==> src/sv/rwmr_pkg.sv <==
// Shared types and constants for the relay controller with on-time watchdog
// and auto-restart delay. No dependencies; imported by rwmr_step and the core.
package rwmr_pkg;

	localparam int TICKS_PER_SECOND = 1000;
	localparam int CNT_W    = 26;
	localparam int SEC_W    = 16;
	localparam int TPS_W    = $clog2(TICKS_PER_SECOND + 1);
	localparam int PROD_W   = SEC_W + TPS_W;
	localparam int WIDE_W   = (PROD_W > CNT_W) ? PROD_W : CNT_W;
	localparam int CFG_IDX_W = 2;

	localparam logic [CNT_W-1:0] CNT_MAX = {CNT_W{1'b1}};

	typedef enum logic [1:0] {
		ACT_TICK  = 2'd0,
		ACT_SET   = 2'd1,
		ACT_FORCE = 2'd2,
		ACT_INIT  = 2'd3
	} action_t;

	typedef enum logic [CFG_IDX_W-1:0] {
		REG_DELAY_SECONDS  = 2'd0,
		REG_MAX_ON_SECONDS = 2'd1,
		REG_BOOT_ON        = 2'd2,
		REG_UNUSED         = 2'd3
	} reg_idx_t;

	typedef struct packed {
		action_t action;
		logic    switch_on;
		logic    manual;
	} item_t;

	typedef struct packed {
		logic             relay;
		logic             armed;
		logic             emerg;
		logic [CNT_W-1:0] on_elapsed;
		logic [CNT_W-1:0] delay_left;
	} state_t;

	typedef struct packed {
		logic [CNT_W-1:0]  delay_load;
		logic [WIDE_W-1:0] max_on_ticks;
		logic              boot_on;
	} cfg_t;

	typedef struct packed {
		logic relay_on;
		logic delay_running;
		logic emergency_stopped;
		logic switched;
		logic manual_event;
		logic force_stop_event;
	} result_t;

endpackage

==> src/sv/rwmr_step.sv <==
// Next-state and result logic for one item of the relay controller.
// Depends on rwmr_pkg for the item, state, configuration and result types.
module rwmr_step (
	input  rwmr_pkg::state_t  cur,
	input  rwmr_pkg::item_t   item,
	input  rwmr_pkg::cfg_t    cfg,
	output rwmr_pkg::state_t  nxt,
	output rwmr_pkg::result_t res
);
	import rwmr_pkg::*;

	always_comb begin
		state_t s;
		logic   ev_sw;
		logic   ev_man;
		logic   ev_force;
		logic   expired;
		s        = cur;
		ev_sw    = 1'b0;
		ev_man   = 1'b0;
		ev_force = 1'b0;
		expired  = 1'b0;
		unique case (item.action)
			ACT_TICK: begin
				if (s.relay) begin
					if (s.on_elapsed != CNT_MAX) s.on_elapsed = s.on_elapsed + CNT_W'(1);
					if (cfg.max_on_ticks != '0 &&
					    WIDE_W'(s.on_elapsed) > cfg.max_on_ticks) begin
						ev_man       = 1'b1;
						s.armed      = 1'b0;
						s.relay      = 1'b0;
						ev_sw        = 1'b1;
						s.on_elapsed = '0;
						s.emerg      = 1'b1;
						ev_force     = 1'b1;
					end
				end
				if (s.armed) begin
					if (s.delay_left != '0) s.delay_left = s.delay_left - CNT_W'(1);
					if (s.delay_left == '0) begin
						s.armed = 1'b0;
						expired = 1'b1;
					end
				end
				if (expired && !s.relay) begin
					ev_man       = 1'b1;
					s.relay      = 1'b1;
					ev_sw        = 1'b1;
					s.emerg      = 1'b0;
					s.on_elapsed = '0;
				end
				if (!s.relay && !s.armed && cfg.delay_load != '0) begin
					s.armed      = 1'b1;
					s.delay_left = cfg.delay_load;
				end
			end
			ACT_SET: begin
				if (item.manual) begin
					ev_man  = 1'b1;
					s.armed = 1'b0;
				end
				if (s.relay != item.switch_on) begin
					s.relay      = item.switch_on;
					ev_sw        = 1'b1;
					if (item.switch_on) s.emerg = 1'b0;
					s.on_elapsed = '0;
				end
			end
			ACT_FORCE: begin
				ev_man  = 1'b1;
				s.armed = 1'b0;
				if (s.relay) begin
					s.relay      = 1'b0;
					ev_sw        = 1'b1;
					s.on_elapsed = '0;
				end
				s.emerg  = 1'b1;
				ev_force = 1'b1;
			end
			ACT_INIT: begin
				s.armed      = 1'b0;
				s.delay_left = '0;
				s.emerg      = 1'b0;
				s.on_elapsed = '0;
				s.relay      = cfg.boot_on;
				ev_sw        = 1'b1;
			end
			default: begin
				s = cur;
			end
		endcase
		nxt                   = s;
		res.relay_on          = s.relay;
		res.delay_running     = s.armed;
		res.emergency_stopped = s.emerg;
		res.switched          = ev_sw;
		res.manual_event      = ev_man;
		res.force_stop_event  = ev_force;
	end

endmodule

==> src/sv/relay_with_max_on_and_restart_delay_core.sv <==
// Top level of the relay controller: configuration registers, controller state,
// output register and stream handshakes. Depends on rwmr_pkg and rwmr_step.
//
// Usage:
//   Slave stream (s_*) carries one action item per handshake: tick, set,
//   force stop or init. Master stream (m_*) returns exactly one status item
//   per accepted action, in order.
//   The configuration channel (cfg_*) writes delay_seconds (index 0),
//   max_on_seconds (index 1) and boot_on (index 2); other indexes are ignored.
//   cfg_ready is always high; each second count is scaled to ticks once, at
//   the write, so the item path holds only counter updates and compares.
// Output: a result appears on m_tvalid in the cycle after its item is accepted.
// Throughput: one item per cycle while the output register is not stalled by m_tready.
// Stall: the output register holds its item while m_tready is low; s_tready
//   stays high as long as the output register is empty or is being drained
//   in the same cycle.
// Reset: arst_n clears the relay state, delay, emergency flag, counters,
//   configuration and the output valid flag at once.
module relay_with_max_on_and_restart_delay_core (
	input  logic                          clk,
	input  logic                          arst_n,
	input  logic                          s_tvalid,
	output logic                          s_tready,
	input  logic [7:0]                    s_tdata,   // action[1:0], switch_on, manual, zero pad
	output logic                          m_tvalid,
	input  logic                          m_tready,
	output logic [7:0]                    m_tdata,   // relay_on, delay_running,
	                                                 // emergency_stopped, switched,
	                                                 // manual_event, force_stop_event, zero pad
	input  logic                          cfg_valid,
	output logic                          cfg_ready,
	input  logic [rwmr_pkg::CFG_IDX_W-1:0] cfg_index,
	input  logic [15:0]                   cfg_data
);
	import rwmr_pkg::*;

	cfg_t    cfg_q;
	state_t  state_q;
	state_t  state_nxt;
	item_t   item;
	result_t res;
	result_t res_q;
	logic    out_valid_q;
	logic    in_acc;
	logic [WIDE_W-1:0] prod;
	logic [CNT_W-1:0]  prod_sat;

	assign cfg_ready = 1'b1;
	assign s_tready  = !out_valid_q || m_tready;
	assign in_acc    = s_tvalid && s_tready;

	assign item.action    = action_t'(s_tdata[1:0]);
	assign item.switch_on = s_tdata[2];
	assign item.manual    = s_tdata[3];

	assign prod     = WIDE_W'(cfg_data) * WIDE_W'(TICKS_PER_SECOND);
	assign prod_sat = (prod > WIDE_W'(CNT_MAX)) ? CNT_MAX : prod[CNT_W-1:0];

	rwmr_step u_step (
		.cur  (state_q),
		.item (item),
		.cfg  (cfg_q),
		.nxt  (state_nxt),
		.res  (res)
	);

	always_ff @(posedge clk or negedge arst_n) begin
		if (!arst_n) begin
			cfg_q <= '0;
		end else if (cfg_valid && cfg_ready) begin
			unique case (reg_idx_t'(cfg_index))
				REG_DELAY_SECONDS:  cfg_q.delay_load   <= prod_sat;
				REG_MAX_ON_SECONDS: cfg_q.max_on_ticks <= prod;
				REG_BOOT_ON:        cfg_q.boot_on      <= cfg_data[0];
				default: begin
				end
			endcase
		end
	end

	always_ff @(posedge clk or negedge arst_n) begin
		if (!arst_n) begin
			state_q     <= '0;
			out_valid_q <= 1'b0;
		end else begin
			if (in_acc) begin
				state_q     <= state_nxt;
				out_valid_q <= 1'b1;
			end else if (m_tready) begin
				out_valid_q <= 1'b0;
			end
		end
	end

	always_ff @(posedge clk) begin
		if (in_acc) res_q <= res;
	end

	assign m_tvalid = out_valid_q;
	assign m_tdata  = {2'b00, res_q.force_stop_event, res_q.manual_event, res_q.switched,
	                   res_q.emergency_stopped, res_q.delay_running, res_q.relay_on};

endmodule

==> config.mk <==
export PLATFORM = sky130hd
export DESIGN_NAME = relay_with_max_on_and_restart_delay_core
export DESIGN_NICKNAME = d
export VERILOG_FILES = /design/src/sv/rwmr_pkg.sv /design/src/sv/rwmr_step.sv /design/src/sv/relay_with_max_on_and_restart_delay_core.sv
export SDC_FILE = /design/constraint.sdc
export NUM_CORES = 1
export LEC_CHECK = 0
export BUFFER_PORTS_ARGS = -buffer_cell sky130_fd_sc_hd__buf_2
export CAP_MARGIN = 20
export CORE_ASPECT_RATIO = 1.4
export CORE_MARGIN = 2
export CORE_UTILIZATION = 58
export CTS_CLUSTER_SIZE = 8
export DETAILED_ROUTE_END_ITERATION = 8
export GPL_ROUTABILITY_DRIVEN = 0
export PLACE_DENSITY = 0.76
export SLEW_MARGIN = 20
export SYNTH_ARGS = -nofsm -noshare
export SYNTH_HDL_FRONTEND = slang
export SYNTH_HIERARCHICAL = 1
export SYNTH_SLANG_ARGS = --single-unit
==> constraint.sdc <==
create_clock -name clk -period 5.05 [get_ports clk]
set_clock_uncertainty 0.15 [all_clocks]
set_input_delay 1.01 -clock clk [delete_from_list [all_inputs] [get_ports clk]]
set_output_delay 1.01 -clock clk [all_outputs]
set_load 0.02 [all_outputs]
# Word level (Yosys, flattened, before mapping)

Cells that the tools add are included.

Add/subtract/negate cells: 2
Multiply operators: 1
Divide/modulo/power cells: 0
$lt $le $gt $ge: 2
Equality and inequality tests: 11
Shifts and indexed selects: 0
Mux-type cells: 40
Bitwise logic cells: 0
Reductions and logical operators: 23

Operators with widths:

| operator                | number |
|---|---|
| $mux W26                | 10 |
| $pmux W29 S4            | 1 |
| $mux W29                | 3 |
| $reduce_bool A26 Y1     | 3 |
| $mux W27                | 2 |
| $pmux W26 S2            | 1 |
| $add A26 B1 Y26 const B | 1 |
| $gt A26 B26 Y1          | 1 |
| $gt A26 B26 Y1 const B  | 1 |
| $logic_not A26 Y1       | 1 |
| $ne A26 B26 Y1 const B  | 1 |
| $sub A26 B1 Y26 const B | 1 |
| $mul A16 B7 Y23 const B | 1 |
| $mux W1                 | 20 |
| $eq A2 B2 Y1 const B    | 3 |
| $reduce_and A2 Y1       | 3 |
| $logic_and A1 B1 Y1     | 5 |
| $eq A2 B1 Y1 const B    | 2 |
| $logic_not A1 Y1        | 4 |
| $logic_not A2 Y1        | 2 |
| $pmux W1 S4             | 1 |
| $reduce_and A4 Y1       | 1 |
| $reduce_bool A2 Y1      | 2 |
| $ne A3 B1 Y1 const B    | 1 |
| 8 further kinds         | 8 |

Flip-flop bits (word level): 112
Latch bits: 0
Memory bits (writable): 0
Bits in read-only memories: 0
Input port bits: 31
Output and inout bits: 11
Logic and storage cells: 94
Memories kept: 0

# Logic depth before layout (Yosys ltp)

Gate-level depths: netlist (run 1).

Depth after elaboration: 23
Gate-level depth with buffers: 22
Depth with buffers taken out: 18

# Cells and area by module

The synthesis (run 1) kept the hierarchy.

By module, submodules not included:

| module                                   | instances | cells an instance | area an instance (um2) | sequential area each (um2) |
|---|---|---|---|---|
| relay_with_max_on_and_restart_delay_core | 1         | 617               | 6921.6                 | 2757.6 |
| rwmr_step                                | 1         | 595               | 3822.4                 | 0.0 |

# Worst setup path before layout (run 1)

No wires, ideal clock.

Path type: register -> register
Start: register state_q[42] (netlist bit)
End: register state_q[11] (netlist bit)
Setup time: 0.125 ns
Data arrival time: 5.091 ns
Required time: 4.775 ns
Setup slack: -0.316 ns
Cell stages (with the launch flop): 20
Cells stage by stage: dfrtp_1 > clkbuf_1 > and4_1 > clkbuf_1 > and4_1 > nand4_1 > nand4_1 > or2_2 > and2_1 > or2_2 > ha_1 > nand4_1 > or2_2 > nor4_1 > o21a_1 > nor3_1 > o41ai_1 > o21ba_2 > a221o_1 > mux2_2

RTL lines:

| what                   | RTL line                                       | source |
|---|---|---|
| from (decl)            | relay_with_max_on_and_restart_delay_core.sv:38 | `state_t state_q;` |
| from (signal assigned) | relay_with_max_on_and_restart_delay_core.sv:87 | `state_q <= state_nxt;` |

==> impl_metrics.ini, run 1 <==
[timing]
worst_pin_slew_ps = 1000
finalSetupViolCount = 0
slew_headroom_pct = 33.2
min_period_ps = 4860
min_period_over_period_pct = 96.3
slew_viol_final = 0
hold_viol = 0
finalWorstSetupSlack_ps = 188
fmax_mhz = 206
setup_tns_ps = 0

[global_routing]
antenna_found_initial = 0
overflow = 0
grt_max_degree = 73
grt_pass1_wl_um = 47800
grt-busiest-layer = met2
grt_use_met2_pct = 55.3
gr-usage-all-layers_pct = 30.4
grt_pass1_vias = 9806
met3_usage_pct = 3.35
grt_use_met1_pct = 34.2

[synth]
ys_types = 88
synth_top_area_cell = dfrtp_1
synth_top_area_share_pct = 24.0
yosysSeqAreaShare_pct = 25.7
yosys-top-cells-area = dfrtp_1 (24%), ha_1 (10%), fa_1 (10%)
synth-seq-cells = 109
synthCells = 1212
yosysMostFrequentCell = nand2_1
yosys_warnings = 6
syn_avg_cell_area_um2 = 8.86
ys.flop_type = dfrtp_1
synth-edff-count = 6
syn_area_mm2 = 0.0107
synth_common_cells = nand2_1 (137), inv_1 (132), dfrtp_1 (103)
async_flop_share_pct = 94.5

[layout]
fillers = 1421
multi_input_area_mm2 = 0.00736
n_antenna_cell = 0
register_area_mm2 = 0.00276
drive_above_1_share_pct = 21.8
final_area_mm2 = 0.0125
nets = 1517
fin_cells = 1590
area_growth_syn_to_layout_pct = 15.9

[floorplan]
die-area_mm2 = 0.0196
die_x_um = 119
start_util_pct = 59.5
core.rowCount = 58
die_y_um = 165
io_pins = 42
core_area_mm2 = 0.0181

[placed_design]
dp.final_hpwl_um = 22500
numPortBuffers = 34
place_ws_ps = -217
placed_area_mm2 = 0.0120
dp.cells = 1566

[route]
via_count = 9815
totalWireLength_um = 29100
wl_per_cell_um = 18.3
routed_via_density = 6.17
ant_nets = 0
drc = 0
first_pass_iters = 7
first_iter_violations = 961

[min_path]
min_path_cells = 2
worstHoldPathType = reg2reg

[clock_network]
cts_tree = built
cts_sinks = 109
h-tree-depth = 3
cts_made_buffers = 9
cts-root-buf = clkbuf_16
cts_max_path_buffers = 2
clk_pin_slew_ps = 90
clock_latency_ps = 360

[critical_path]
critical_path_class = reg2reg
start_kind = flop
end_kind = flop
r2r.worst_path.cells = 21
crit_required_ps = 5150
worstPathArrival_ps = 4960
path_max_fanout = 4

[power]
peakVddDrop_mv = 0.401
powerDensity_mw_per_mm2 = 512
p_leak_uw = 0.00594

[job]
max-cap-violations = 0

[status]
status = completed
[registers in the layout, summed over array words and instances (netlist names)]
name / flops
state_q: 55
cfg_q: 47
m_tdata: 6
m_tvalid: 1
[metal layers]
| layer | part of all wire (%) | wire length (um) |
|---|---|---|
| met1 | 37 | 10800 |
| met2 | 52 | 15100 |
| met3 | 5.3 | 1540 |
| met4 | 5.8 | 1670 |
| met5 | 0 | 0 |
[timing repair]
item / in CTS / in global routing
resized for setup: 1 / 14
hold endpoints to repair: 0 / 0
hold buffers: 0 / 0
setup endpoints to repair: 1 / 26
buffers inserted: 0 / 8
pin swaps: 0 / 7
[critical path: stages, from the launching register on]
cell	delay (ps)
dfrtp_1	380
and4_1	240
and4_1	210
nand4_1	170
nand4_1	160
or2_4	290
and2_1	160
or2_2	300
ha_1	300
nand4_1	120
or2_2	310
nor4_2	270
buf_4	160
a211oi_1	100
o31ai_4	130
buf_6	170
buf_4	110
buf_4	120
nand3_1	110
o21ba_2	250
a221o_1	280
mux2_2	260
[report_power, final]
part           switching [uW]  internal (uW)
Combinational            2390           1830
Sequential                303           1100
Clock                     382            369
[per-stage QoR]
step                utilization [%]  hold WS, ps  power (uW)
finish                         68.9          356        6370
global route                   68.9          409        6870
CTS                            68.1          359        6290
detailed placement             66.3          338        5520
global placement               66.3          337        5410
floorplan                         -          309        4040
[area by class of cell]
cell class	count	area share, %
clock buffers	10	1.92
clock inverters	6	0.583
inverters	134	4.04
multi-input cells	921	59.1
flip-flops and latches	109	22.1
well taps	240	2.41
repair buffers	170	9.84
[worst paths after layout]
| path | start | end | slack [ps] |
|---|---|---|---|
| worst max register to register | state_q[44] | state_q[11] | 190 |
| min in group asynchronous | arst_n | cfg_q[52] | 630 |
| worst min register to register | cfg_q[8] | cfg_q[8] | 360 |
| max in group asynchronous | arst_n | state_q[38] | 3140 |
| worst max-delay path | state_q[44] | state_q[11] | 190 |
| worst min-delay path | cfg_q[8] | cfg_q[8] | 360 |
[kinds of logic after synthesis]
logic type,Yosys count,share of synthesized area (%)
AOI/OAI and AO/OA,264,18.1
xor gates and xnor gates,44,3.59
adders and majority gates,141,20.2
buffers and inverters,195,7.26
DFF,109,25.7
muxes,64,6.67
other,2,0.0699
and+or+nand+nor,393,18.4
[placed cells by master (no fill, tap or decap), drive strengths merged, types with 9 or more instances in the layout]
master,synthesis,final
ha,87,87
clkbuf,42,10
and3,9,9
nand2,137,137
a221o,9,9
nand3,39,39
nand4,35,35
nor4,24,24
nor2,51,51
xnor2,28,28
or3,17,17
mux2,61,61
inv,133,137
nor3,27,27
o31ai,10,10
buf,19,170
a21oi,34,34
fa,54,54
or4,10,10
conb,2,15
a21o,16,16
o21ai,66,66
xor2,16,16
a22o,13,13
a31oi,13,13
o21a,10,10
dfrtp,103,103
No activity file was read; power rests on OpenSTA's default activity.
==> run 2: changes to the inputs <==
--- a/config.mk
+++ b/config.mk
@@ -8,11 +8,13 @@
 export BUFFER_PORTS_ARGS = -buffer_cell sky130_fd_sc_hd__buf_2
 export CAP_MARGIN = 20
+export CELL_PAD_IN_SITES_DETAIL_PLACEMENT = 1
+export CELL_PAD_IN_SITES_GLOBAL_PLACEMENT = 2
 export CORE_ASPECT_RATIO = 1.4
 export CORE_MARGIN = 2
-export CORE_UTILIZATION = 58
+export CORE_UTILIZATION = 36
 export CTS_CLUSTER_SIZE = 8
 export DETAILED_ROUTE_END_ITERATION = 8
 export GPL_ROUTABILITY_DRIVEN = 0
-export PLACE_DENSITY = 0.76
+export PLACE_DENSITY = 0.75
 export SLEW_MARGIN = 20
 export SYNTH_ARGS = -nofsm -noshare
==> constraint.sdc (replaced) <==
create_clock -name clk -period 5.05 [get_ports clk]
set_clock_uncertainty 0.15 [all_clocks]
set_input_delay 0.2525 -clock clk [delete_from_list [all_inputs] [get_ports clk]]
set_output_delay 0.2525 -clock clk [all_outputs]
set_load 0.02 [all_outputs]
==> run 2 against run 1 <==
Against the previous run:
- largest cell class unchanged
- clock-buffer cell count up 1
- cell area down 2.2%
- critical endpoint is now state_q[12]
- global-route usage down 8.1 points
==> impl_metrics.ini, run 2 (synthesized netlist as in run 1, its figures left out) <==
[layout]
nets = 1461
drive_above_1_share_pct = 18.0
register_area_mm2 = 0.00276
layout_commonest_cell = nand2_1
largest_reg_flops = 55
multi_input_area_mm2 = 0.00733
area_growth_syn_to_layout_pct = 13.4
finish.utilization_pct = 41.6
n_antenna_cell = 0
top_register = state_q
fin_cells = 1673
fillers = 3513
final_cell_mix = nand2_1 (135), inv_1 (132), dfrtp_1 (103)

[route]
wl_per_cell_um = 20.0
first_pass_iters = 4
ant_nets = 0
first_iter_violations = 429
totalWireLength_um = 33400
routed_via_density = 5.58
via_count = 9343
drc = 0

[power]
seqPwrFrac_pct = 22.6
internal_power_uw = 3090
peakVddDrop_mv = 0.273
finalPower_uw = 6220
clock_power_share_pct = 13.3
sw_frac_of_total_pct = 50.3
powerDensity_mw_per_mm2 = 510
p_leak_uw = 0.00567
netSwitchingPower_uw = 3130
combPwrFrac_pct = 64.1

[min_path]
worstHoldPathType = in2reg

[job]
max-cap-violations = 0

[placed_design]
dp.cells = 1649
dp.final_hpwl_um = 26500
numPortBuffers = 34

[clock_network]
clk_pin_slew_ps = 80
cts_sinks = 109
cts-root-buf = clkbuf_16
h-tree-depth = 3
clock_latency_ps = 380
cts_made_buffers = 9
cts_tree = built
cts_max_path_buffers = 2

[floorplan]
die-area_mm2 = 0.0313
start_util_pct = 36.7
io_pins = 42
core_area_mm2 = 0.0293
die_x_um = 150
die_y_um = 208
core.rowCount = 74

[timing]
rsz0062_at_grt = false
slew_viol_final = 0
fmax_mhz = 209
slew_headroom_pct = 41.0
hold_slack_ps = 45.7
hold_viol = 0
finalSetupViolCount = 0
worst_pin_slew_ps = 885
min_period_over_period_pct = 94.5
setup_tns_ps = 0
min_period_ps = 4770

[critical_path]
reg2reg_slack_ps = 280
crit_required_ps = 5220
end_kind = flop
critical_path_class = reg2reg
worstPathArrival_ps = 4950
path_max_fanout = 8
start_kind = flop

[global_routing]
overflow = 0
grt_pass1_vias = 9867
antenna_found_initial = 0
grt_max_degree = 58
gr-usage-all-layers_pct = 22.3
grt_pass1_wl_um = 54400

[status]
status = completed
==> run 2: worst max-delay path: stages (launching register included) <==
cell and delay [ps]:
dfrtp_1 390, and4_1 230, and4_1 240, nand4_1 130
nand4_1 160, or2_2 330, and2_1 160, or2_2 290
ha_1 320, nand4_1 120, or2_2 330, nor4_4 230
a211oi_1 140, o31ai_2 120, buf_4 200, nand2_1 180
buf_4 270, or4_1 470, nand3_1 110, mux2_2 150
==> run 2: per-layer routing <==
layer / vias up / global-route usage (%) / wire [um]
met4: 0 / 7.81 / 883
met3: 46 / 2.28 / 811
li1: 4483 / - / -
met1: 4683 / 26.1 / 13800
met5: - / 0 / 0
met2: 131 / 41.5 / 18000
==> run 2: area by class of cell <==
class                           instances  area share [%]
Tap cell                              380            3.90
Clock buffer                           11            2.08
Sequential cell                       109            22.6
Clock inverter                          4           0.637
Timing Repair Buffer                  114            6.49
Inverter                              134            4.13
Multi-Input combinational cell        921            60.1
==> run 2: final timing paths <==
path	start	to	cells after the start
setup / recovery	state_q[48]	state_q[12]	19
hold / removal	m_tready	m_tvalid	3
setup reg to reg	state_q[48]	state_q[12]	19
hold reg to reg	cfg_q[9]	cfg_q[9]	2
max in group asynchronous	arst_n	state_q[31]	3
min in group asynchronous	arst_n	cfg_q[52]	2
==> run 2: stage by stage <==
| stage | setup WS [ps] | cell area [um^2] |
|---|---|---|
| 4_1_cts | 32.5 | 12100 |
| 3_5_place_dp | -25.4 | 11700 |
| 2_1_floorplan | 46.6 | 10800 |
| 3_3_place_gp | 63.6 | 11700 |
| 5_1_grt | 12.2 | 12200 |
| 6_report | 276 | 12200 |
==> run 2: power by group through the flow <==
stage,Sequential [uW],Clock [uW],Combinational [uW]
6_report,1400,829,3990
3_3_place_gp,1420,0,3900
2_1_floorplan,1270,0,2770
4_1_cts,1410,857,3990
3_5_place_dp,1430,0,3960
5_1_grt,1440,880,4420
==> run 2: repair_timing <==
| action | in CTS | in global routing |
|---|---|---|
| hold buffers | 2 | 0 |
| hold endpoints to repair | 57 | 0 |
| resized for setup | 1 | 9 |
| endpoints found under the setup margin | 7 | 35 |
| pin swaps | 0 | 6 |
| buffers inserted | 0 | 7 |
